===== src/rtl/core/rtbp_pkg.sv =====
// shared constants and control types for the raster to block padder
package rtbp_pkg;

  localparam int BLK           = 8;
  localparam int DEF_MAX_WIDTH = 2048;

  localparam logic [11:0] WIDTH_RESET  = 12'd640;
  localparam logic [15:0] HEIGHT_RESET = 16'd480;

  // register select from paddr[2]
  localparam logic REG_WIDTH  = 1'b0;
  localparam logic REG_HEIGHT = 1'b1;

  typedef struct packed {
    logic       accept;
    logic       rd_en;
    logic       ld_out;
    logic [2:0] y;
  } rtbp_cmd_t;

  typedef struct packed {
    logic blk_done;
    logic out_free;
  } rtbp_stat_t;

endpackage


===== src/rtl/core/rtbp_ctrl.sv =====
// controller: pixel intake and block row read sequencing
module rtbp_ctrl (
  input  logic               clk,
  input  logic               rst_n,
  input  logic               in_valid,
  output logic               in_stall,
  input  rtbp_pkg::rtbp_stat_t stat,
  output rtbp_pkg::rtbp_cmd_t  cmd
);
  import rtbp_pkg::*;

  localparam logic [1:0] S_IN = 2'd0;
  localparam logic [1:0] S_RD = 2'd1;
  localparam logic [1:0] S_WB = 2'd2;

  logic [1:0] state_r, state_nxt;
  logic [2:0] y_r, y_nxt;

  assign in_stall = (state_r != S_IN);

  always_comb begin
    state_nxt  = state_r;
    y_nxt      = y_r;
    cmd.accept = 1'b0;
    cmd.rd_en  = 1'b0;
    cmd.ld_out = 1'b0;
    cmd.y      = y_r;
    case (state_r)
      S_IN: begin
        cmd.accept = in_valid;
        if (in_valid && stat.blk_done) begin
          state_nxt = S_RD;
          y_nxt     = 3'd0;
        end
      end
      S_RD: begin
        cmd.rd_en = 1'b1;
        state_nxt = S_WB;
      end
      S_WB: begin
        // read data waits in the lane registers until the output frees up
        if (stat.out_free) begin
          cmd.ld_out = 1'b1;
          if (y_r == 3'd7) begin
            state_nxt = S_IN;
          end else begin
            y_nxt     = y_r + 3'd1;
            state_nxt = S_RD;
          end
        end
      end
      default: begin
        state_nxt = S_IN;
      end
    endcase
  end

  always_ff @(posedge clk) begin
    if (!rst_n) begin
      state_r <= S_IN;
      y_r     <= 3'd0;
    end else begin
      state_r <= state_nxt;
      y_r     <= y_nxt;
    end
  end

endmodule


===== config.mk =====
export PLATFORM = sky130hd
export DESIGN_NAME = rtbp_ctrl
export DESIGN_NICKNAME = d
export VERILOG_FILES = /design/src/rtl/core/rtbp_pkg.sv /design/src/rtl/core/rtbp_ctrl.sv
export SDC_FILE = /design/constraint.sdc
export NUM_CORES = 1
export LEC_CHECK = 0
export BUFFER_PORTS_ARGS = -buffer_cell sky130_fd_sc_hd__buf_2
export CAP_MARGIN = 20
export CORE_AREA = 10 10 47 49
export CTS_BUF_LIST = sky130_fd_sc_hd__clkbuf_8 sky130_fd_sc_hd__clkbuf_16
export DETAILED_ROUTE_END_ITERATION = 6
export DIE_AREA = 0 0 57 59
export PLACE_DENSITY = 0.46
export SETUP_SLACK_MARGIN = 0.05
export SLEW_MARGIN = 20
export SYNTH_ARGS = -nofsm -noshare
export SYNTH_HDL_FRONTEND = slang
export SYNTH_SLANG_ARGS = --single-unit
export TNS_END_PERCENT = 100

===== constraint.sdc =====
create_clock -name clk -period 1.3 [get_ports clk]
set_input_delay 0.13 -clock clk [delete_from_list [all_inputs] [get_ports clk]]
set_output_delay 0.13 -clock clk [all_outputs]
set_load 0.05 [all_outputs]

# Word-level counts from Yosys, hierarchy flattened
# Cells that the tools add are included.
# word_totals
word_cells	27
out_inout_bits	7
inputBits	5
register_bits	5
# op_classes
reduce_logical	6
addsub	1
n_eq_ne	6
n_mux	12
# op_table
op	count
$mux W3	3
$ne A2 B2 Y1 const B	3
$pmux W2 S3	1
$pmux W3 S2	1
$mux W1	5
$mux W2	2
$reduce_and A4 Y1	1
$reduce_bool A2 Y1	2
$add A3 B1 Y3 const B	1
$eq A3 B3 Y1 const B	1
$eq A2 B1 Y1 const B	1
$eq A2 B2 Y1 const B	1
$logic_not A2 Y1	1
$reduce_and A2 Y1	1
$logic_and A1 B1 Y1	1

# Logic depth before layout (Yosys ltp)
# Gate-level depths: netlist of the first run.
# logic_depth
word_depth	4
depth_mapped	5
mapped_depth_nobuf	5

# Worst setup path after synthesis of the first run
# No wires, ideal clock.
# synth_timing
path_type	register to register
start	register y_r[0]
end	register state_r[0]
synth_period_minus_slack_ns	1.707
t_required_ns	1.185
setup_time_ns	0.115
setup_slack_ns	-0.407
path_buffers	0
arrival_time_ns	1.592
path_stages_with_launch	6
path_cell_list	dfxtp_1 -> ha_1 -> ha_1 -> and2b_1 -> a32o_2 -> and2_1
# synth_between
elab_chain_len	4
# synth_rtl
item	line	rtl
from (decl)	rtbp_ctrl.sv:17	logic [2:0] y_r, y_nxt;
from (signal assigned)	rtbp_ctrl.sv:64	y_r <= y_nxt;
$eq A3 B3 Y1	rtbp_ctrl.sv:44	if (y_r == 3'd7) begin
$mux W1	rtbp_ctrl.sv:44	
$mux W2	rtbp_ctrl.sv:42	if (stat.out_free) begin
$pmux W2 S3	rtbp_ctrl.sv:28	case (state_r)
to (signal assigned)	rtbp_ctrl.sv:63	state_r <= state_nxt;
to (decl)	rtbp_ctrl.sv:16	logic [1:0] state_r, state_nxt;
# Every way passes these cells. The select of a mux whose other input is x is not followed.
# A chain may end at the register's enable or synchronous reset.

# Worst setup path in the final report of the first run
# Ends and elaborated chain as after synthesis.

==> qor.txt, run 1 <==
Status: finished, violations left
Failing checks: negative setup slack
Pleak: 0.220 nW
Initial antenna violation count: 0
Final nets: 51
Max Clock Freq: 754 MHz
DP HPWL: 612 um
Top fanout value on the critical path: 4
Die area: 0.00336 mm2
Seq/Total Area, Yosys: 37.0%
Final WL: 755 um
Worst setup margin: -0.0263 ns
Total grt overflow: 0
Crit-path leading delay family: simple AND/OR/NAND/NOR gates
Synth Area in XOR/XNOR: 0%
Yosys warns: 0
PwrDens: 1120 mW/mm2
TritonCTS clock tree: yes
Gr usage total: 4.76%
Worst-Skew Late Latency: 0.22 ns
Die extent in x: 57 um
Tmin final: 1.33 ns
Final hold violation count: 0
Hold_buf cts: 0
Worst Hold Class: in2reg
Gpl congestion: 0.677
Clock Path Buffers: 2
P&R area growth vs syn: 73.1%
Core Region: 0.00140 mm2
Startpoint Class: flop
Register Area: 110 um2
Setup WS pre-CTS: -0.0507 ns
I/O Pins: 12
Routed vias: 258
RSZ-0062 raised after global routing: yes
CP max stage delay: 0.35 ns
Critical path's most frequent cell: ha_4
Fraction of layout cells with a size suffix above 1: 69.8%
Synthesized instance count: 26
Initial Utilization: 19.3%
Max Slew Vio Count: 0
Clock root buffer: clkbuf_8
Diodes inserted: 0
Syn nets: 33
Final setup fails: 3
Maximum capacitance violations: 0
Syn avg cell area: 10.4 um2
Reg clk slew, reported paths: 0.03 ns
Worst rel slew slack: 83.0%
Yosys cell types: 17
Yosys reg bits: 5
Skew final: 0.000716 ns
TritonRoute pass-1 iters: 4
Crit end category: flop
Simple-Gate Fraction of Synth Area: 27.3%
Compound-Gate Fraction of Synth Area: 22.2%
Filler Cell Count: 158
Wire per inst: 12.8 um
First-pass GRT wire length: 1170 um
Largest net degree at the start of global routing: 8
Via-to-Cell Ratio: 4.37
Largest family of logic cells by synthesized area: simple AND/OR/NAND/NOR gates
Drt first-iter violations: 4
Post-route cell area: 468 um2
DRC Markers: 0
Mux cell area share after synthesis: 0%
Multi-input gate area: 200 um2
Cts bufs inserted: 3
Antenna-violating nets left: 0
Port Buffers: 11
Crit path buffers/inverters: 0
Vias in the first global route: 265
Worst VDD drop: 0.453 mV
Mapped cell area: 270 um2
Htree depth: 1
Worst path arrival time: 1.44 ns
Critical Path RT: 1.41 ns
Site Rows: 14
Clk sink count: 5
CP cell instances: ha_4 -> ha_4 -> and2b_2 -> a32o_2 -> and2_4
Die height: 59 um
Worst Tran Pin Value: 0.256 ns
Slowest library cell on the worst path: dfxtp_4
Post-DP Area: 387 um2
Worst Setup Path Type: reg2reg
Reg-to-reg slack, setup: -0.03 ns
Crit share post-route: 102%
Post-synthesis adder-cell area fraction: 9.26%
worst register-to-register path, cell delays in order (launching register included):
cell and delay, ns:
dfxtp_4 0.35, ha_4 0.14, ha_4 0.11, and2b_2 0.24, a32o_2 0.26, and2_4 0.13
power breakdown:
group / internal [mW] / switching (mW) / leakage (nW)
Sequential: 0.155 / 0.00530 / 0.0431
Clock: 0.202 / 0.0698 / 0.0269
Combinational: 0.0345 / 0.0568 / 0.150
Total: 0.391 / 0.132 / 0.220
synth_stat cells:
library cell / count / share of area, %
a32o_1: 2 / 7.4
a32o_2: 1 / 4.2
a32oi_1: 1 / 3.2
and2_1: 3 / 6.9
and2b_1: 1 / 2.8
and3_1: 1 / 2.3
buf_4: 1 / 2.8
dfxtp_1: 5 / 37
ha_1: 2 / 9.3
inv_1: 1 / 1.4
nand2_1: 1 / 1.4
nand3_1: 1 / 1.9
nor2_2: 1 / 2.3
nor2b_1: 2 / 4.6
nor2b_4: 1 / 5.1
o21a_1: 1 / 2.8
o22ai_2: 1 / 4.6
cells in the final DEF, fill, tap and decap left out, types with 2 or more instances in the layout:
master / n
dfxtp_4: 2
and2_1: 2
buf_2: 8
a32o_1: 2
buf_4: 4
ha_4: 2
inv_1: 2
dfxtp_2: 2
nor2b_1: 2
clkbuf_8: 3
final cells by class:
cell class / instances / area share (%)
clock buffers: 3 / 8.82
inverters: 1 / 0.802
flip-flops and latches: 5 / 23.5
multi-input cells: 19 / 42.8
repair buffers: 14 / 19.0
well taps: 16 / 4.28
clock inverters: 1 / 0.802
sequential cells by signal, indices dropped and copies added, names as in the netlist:
register,count
state_r,2
y_r,3
cell families (layout without fill, tap and decap cells):
group           count (synthesis)  after routing
flops                           5              5
fa+ha+maj                       2              2
buf+inv                         2             19
compound gates                  6              6
simple gates                   11             11
per-layer routing:
| layer | track usage [%] | wire [um] | vias to the layer above | part of all wire, % |
|---|---|---|---|---|
| met5 | 0 | 0 | - | 0 |
| met4 | 5.03 | 4 | 0 | 0.53 |
| met3 | 2.36 | 49 | 2 | 6.5 |
| met2 | 6.98 | 363 | 9 | 48 |
| met1 | 4.64 | 337 | 117 | 45 |
| li1 | - | - | 130 | - |
path summary, 6_finish.rpt:
kind / to / startpoint / depth (start not counted)
worst min register to register: y_r[2] / y_r[2] / 1
worst min-delay path: state_r[1] / rst_n / 2
worst max register to register: state_r[0] / y_r[0] / 5
worst max-delay path: state_r[0] / y_r[0] / 5
stage by stage:
stage	instances	power, mW	utilization, %	hold slack, ns	setup TNS (ns)
after floorplan	26	0.219	-	0.248	-0.158
after global placement	54	0.241	27.6	0.428	-0.0493
after detailed placement	54	0.242	27.6	0.438	-0.101
after CTS	58	0.529	32.1	0.208	-0.0455
after global routing	59	0.560	33.4	0.212	-0.172
final	59	0.523	33.4	0.204	-0.0370
timing repair:
action | 4_1_cts | 5_1_grt
pin swaps | 2 | 2
buffers inserted | 0 | 1
gates resized for setup | 5 | 4
setup endpoints to repair | 4 | 7
No activity file was read; power rests on OpenSTA's default activity.
==> run 2: changes to the inputs <==
==> constraint.sdc (replaced) <==
create_clock -name clk -period 1.3 [get_ports clk]
set_input_delay 0.26 -clock clk [delete_from_list [all_inputs] [get_ports clk]]
set_output_delay 0.26 -clock clk [all_outputs]
set_load 0.05 [all_outputs]
==> qor.txt, run 2 (synthesis results as in run 1) <==
Sequential fraction of design power: 29.9%
P&R area growth vs syn: 81.5%
Wire per inst: 12.5 um
Worst path arrival time: 1.43 ns
Worst Hold Class: in2reg
Gpl congestion: 0.677
Worst Tran Pin Value: 0.256 ns
Worst VDD drop: 0.462 mV
R2R Path End: state_r[0]
Final hold violation count: 0
TritonRoute pass-1 iters: 4
Most flop-heavy register: y_r
Skew final: 0.000306 ns
Htree depth: 1
Comb pwr share: 19.5%
Die extent in x: 57 um
Status: finished, violations left
DRC Markers: 0
Worst-Skew Late Latency: 0.22 ns
Startpoint Class: flop
I/O Pins: 12
Final nets: 53
Die height: 59 um
PwrDens: 1090 mW/mm2
Non-filler cells, final: 61
Clock root buffer: clkbuf_8
Critical Path RT: 1.41 ns
RSZ-0062 raised after global routing: yes
Power Total: 0.534 mW
DP HPWL: 612 um
Part of the power in the clock network: 50.6%
P_sw: 0.133 mW
Site Rows: 14
Total grt overflow: 0
Final WL: 762 um
DP Cell Count: 54
Reg-to-reg slack, setup: -0.02 ns
Cell Int Power: 0.402 mW
Reg2reg start: y_r[0]
First-pass GRT wire length: 1180 um
Tmin final: 1.32 ns
Die area: 0.00336 mm2
Commonest non-fill, non-tap cell in the layout: buf_2
TritonCTS clock tree: yes
Reg2Reg Depth: 5
Max Clock Freq: 757 MHz
Top fanout value on the critical path: 4
Max FFs per register: 3
Final setup fails: 1
Pleak: 0.230 nW
Maximum capacitance violations: 0
Initial Utilization: 19.3%
Post-DP Area: 387 um2
Routed vias: 259
Post-route cell area: 490 um2
Clock Path Buffers: 2
Setup TNS Final: -0.0217 ns
Largest net degree at the start of global routing: 8
Cts bufs inserted: 3
Switching part of the total: 24.8%
Drt first-iter violations: 8
Gr usage total: 4.80%
Crit share post-route: 102%
Fraction of layout cells with a size suffix above 1: 73.3%
Hold EP: state_r[1]
Worst setup margin: -0.0217 ns
Max Slew Vio Count: 0
Worst Setup Path Type: reg2reg
Hold Path Stages: 2
Initial antenna violation count: 0
Worst rel slew slack: 83.1%
Via-to-Cell Ratio: 4.25
Hold path startpoint: rst_n
Diodes inserted: 0
Core Region: 0.00140 mm2
Vias in the first global route: 276
Biggest regs: y_r (3), state_r (2)
Port Buffers: 11
Setup WS pre-CTS: -0.0507 ns
Reg clk slew, reported paths: 0.03 ns
Clk sink count: 5
Antenna-violating nets left: 0
Most frequent cells in the layout: 7 x buf_2, 6 x buf_4, 3 x clkbuf_8, 3 x buf_6
Crit end category: flop
Failing checks: negative setup slack
[run 2: changes by cell type in the layout (fill, tap and decap cells not counted), sizes merged]
cell / change
buf: +3
clkbuf: -1
[run 2: metrics by stage]
stage,hold WS [ns],util (%)
floorplan,0.378,-
global placement,0.520,27.6
detailed placement,0.529,27.6
CTS,0.331,34.3
global route,0.342,35.0
finish,0.339,35.0
[run 2: power groups by stage]
stage | registers (mW) | logic (mW) | clock network, mW
floorplan | 0.164 | 0.0552 | 0
detailed placement | 0.161 | 0.0805 | 0
CTS | 0.160 | 0.0992 | 0.283
finish | 0.160 | 0.104 | 0.271
global route | 0.160 | 0.110 | 0.302
global placement | 0.161 | 0.0796 | 0
[run 2: worst max-delay path: stages, from the launching register on]
cell and delay [ns]:
dfxtp_4 0.35, ha_4 0.14, ha_4 0.11, and2b_2 0.23, a32o_2 0.26, and2_4 0.13
[run 2: routing by layer]
metal / global-route usage, % / wire length, um
met1: 4.64 / 335
met4: 5.03 / 4
met2: 6.98 / 363
met5: 0 / 0
met3: 2.58 / 58
[run 2: final cells by class]
class / count / area, um2
Clock buffer: 3 / 41.3
Clock inverter: 1 / 3.75
Fill cell: 158 / 911
Inverter: 1 / 3.75
Multi-Input combinational cell: 19 / 198
Sequential cell: 5 / 110
Tap cell: 16 / 20.0
Timing Repair Buffer: 16 / 114
[run 2: timing repair]
action                     4_1_cts  5_1_grt
pin swaps                        3        3
resized for setup               11        1
setup endpoints to repair        7        8
hold buffers                     0        0
buffers inserted                 2        1
[run 2: worst max-delay path by stage]
stage	cells past startpoint	start	end	slack, ns
global placement	5	y_r[0]	y_r[1]	-0.02
global route	5	y_r[1]	state_r[0]	-0.07
finish	5	y_r[0]	state_r[0]	-0.02
floorplan	5	y_r[0]	state_r[0]	-0.06
detailed placement	5	y_r[1]	y_r[1]	-0.05
CTS	5	y_r[1]	state_r[0]	-0.02
==> run 3: changes to the inputs <==
--- a/config.mk
+++ b/config.mk
@@ -12,7 +12,7 @@
 export DETAILED_ROUTE_END_ITERATION = 6
 export DIE_AREA = 0 0 57 59
 export PLACE_DENSITY = 0.46
-export SETUP_SLACK_MARGIN = 0.05
+export SETUP_SLACK_MARGIN = 0.3
 export SLEW_MARGIN = 20
 export SYNTH_ARGS = -nofsm -noshare
 export SYNTH_HDL_FRONTEND = slang
==> qor.txt, run 3 (synthesis results as in run 1) <==
Post-DP Area: 404 um2
Die area: 0.00336 mm2
Worst Tran Pin Value: 0.251 ns
Worst Hold Class: in2reg
Status: complete, no violations
Final hold violation count: 0
Max Slew Vio Count: 0
Final nets: 54
Vias in the first global route: 256
Drt first-iter violations: 2
CP Capture Point: state_r[0]
TritonCTS clock tree: yes
CP cell instances: ha_4 -> ha_4 -> and2b_2 -> a32o_2 -> and2_4
Reg-to-reg slack, setup: 0.003 ns
Die height: 59 um
First-pass GRT wire length: 1130 um
Setup crit start: y_r[1]
CP max stage delay: 0.35 ns
Worst setup margin: 0.00306 ns
Pleak: 0.242 nW
Startpoint Class: flop
Worst Setup Path Type: reg2reg
Reg2Reg Depth: 5
DP Cell Count: 54
Htree depth: 1
Slowest library cell on the worst path: dfxtp_4
Critical path's most frequent cell: ha_4
TritonRoute pass-1 iters: 2
I/O Pins: 12
Final setup fails: 0
Crit share post-route: 99.8%
Clk sink count: 5
P&R area growth vs syn: 107%
Crit end category: flop
Fraction of layout cells with a size suffix above 1: 84.8%
Initial antenna violation count: 0
Worst VDD drop: 0.499 mV
Max FFs per register: 3
Max Clock Freq: 771 MHz
DRC Markers: 0
PwrDens: 995 mW/mm2
Clock root buffer: clkbuf_8
Die extent in x: 57 um
Post-route cell area: 559 um2
Maximum capacitance violations: 0
Setup WS pre-CTS: -0.0307 ns
Worst path arrival time: 1.41 ns
Filler Cell Count: 155
Via-to-Cell Ratio: 4.45
Reg2reg start: y_r[1]
Worst-Skew Late Latency: 0.22 ns
Biggest regs: y_r (3), state_r (2)
Non-filler cells, final: 62
Port Buffers: 11
Final WL: 720 um
Routed vias: 276
Cts bufs inserted: 3
Antenna-violating nets left: 0
RSZ-0062 raised after global routing: yes
Top fanout value on the critical path: 4
Most flop-heavy register: y_r
Worst rel slew slack: 83.4%
Largest net degree at the start of global routing: 8
Tmin final: 1.30 ns
Total grt overflow: 0
Core Region: 0.00140 mm2
Clock Path Buffers: 2
Gpl congestion: 0.713
Critical Path RT: 1.41 ns
Diodes inserted: 0
R2R Path End: state_r[0]
Gr usage total: 4.33%
Hold WS: 0.337 ns
Wire per inst: 11.6 um
Most frequent cells in the layout: 5 x buf_2, 5 x buf_8, 5 x buf_4
Reg clk slew, reported paths: 0.03 ns
Initial Utilization: 19.3%
Skew final: 0.000719 ns
Site Rows: 14
## run 3: cell types whose count changed in the layout (fill, tap and decap cells not counted), sizes merged
cell,change
inv,-1
clkinvlp,+1
buf,+1
## run 3: what timing repair did
item,CTS,global route
hold buffers,0,0
buffers inserted,3,1
cloned,0,0
resized for setup,18,6
pin swaps,4,1
endpoints found under the setup margin,11,12
## run 3: worst min-delay path by stage
stage	startpoint	end	slack (ns)	cells after the start
after CTS	rst_n	state_r[1]	0.33	2
after global routing	rst_n	state_r[1]	0.35	2
final	rst_n	state_r[1]	0.34	2
after floorplan	rst_n	state_r[1]	0.38	1
after global placement	y_r[2]	y_r[2]	0.52	1
after detailed placement	y_r[2]	y_r[2]	0.54	1
## run 3: layout make-up
| class | count | area (um2) | share of cell area [%] |
|---|---|---|---|
| inverter | 1 | 7.51 | 1.34 |
| multi-input combinational | 19 | 213 | 38.0 |
| clock inverter | 1 | 3.75 | 0.671 |
| timing repair buffer | 17 | 160 | 28.6 |
| tap | 16 | 20.0 | 3.58 |
| sequential | 5 | 114 | 20.4 |
| clock buffer | 3 | 41.3 | 7.38 |
## run 3: per-stage QoR
step | total power, mW | utilization, % | TNS (ns)
global route | 0.594 | 39.9 | -0.114
floorplan | 0.228 | - | -0.159
finish | 0.557 | 39.9 | 0
CTS | 0.558 | 37.9 | 0
global placement | 0.249 | 28.8 | -0.0109
detailed placement | 0.250 | 28.8 | -0.0606
## run 3: metal layers
layer / up-vias / track usage [%] / share of wire, %
li1: 136 / - / -
met1: 129 / 4.41 / 44
met2: 11 / 5.89 / 46
met3: 0 / 3.43 / 9.6
met4: 0 / 3.02 / 0
met5: - / 0 / 0
## run 3: power breakdown
group          internal (mW)  leakage (nW)  switching (mW)
registers              0.154        0.0438         0.00531
clock network          0.202        0.0269          0.0742
logic                 0.0575         0.172          0.0632
## run 3: critical path: cells and delay by family (launching register included)
| kind | cells | cell delay [ns] |
|---|---|---|
| adder cells (fa/ha/maj) | 2 | 0.24 |
| flip-flops | 1 | 0.35 |
| AND/OR/NAND/NOR | 2 | 0.36 |
| AO/OA/AOI/OAI | 1 | 0.24 |
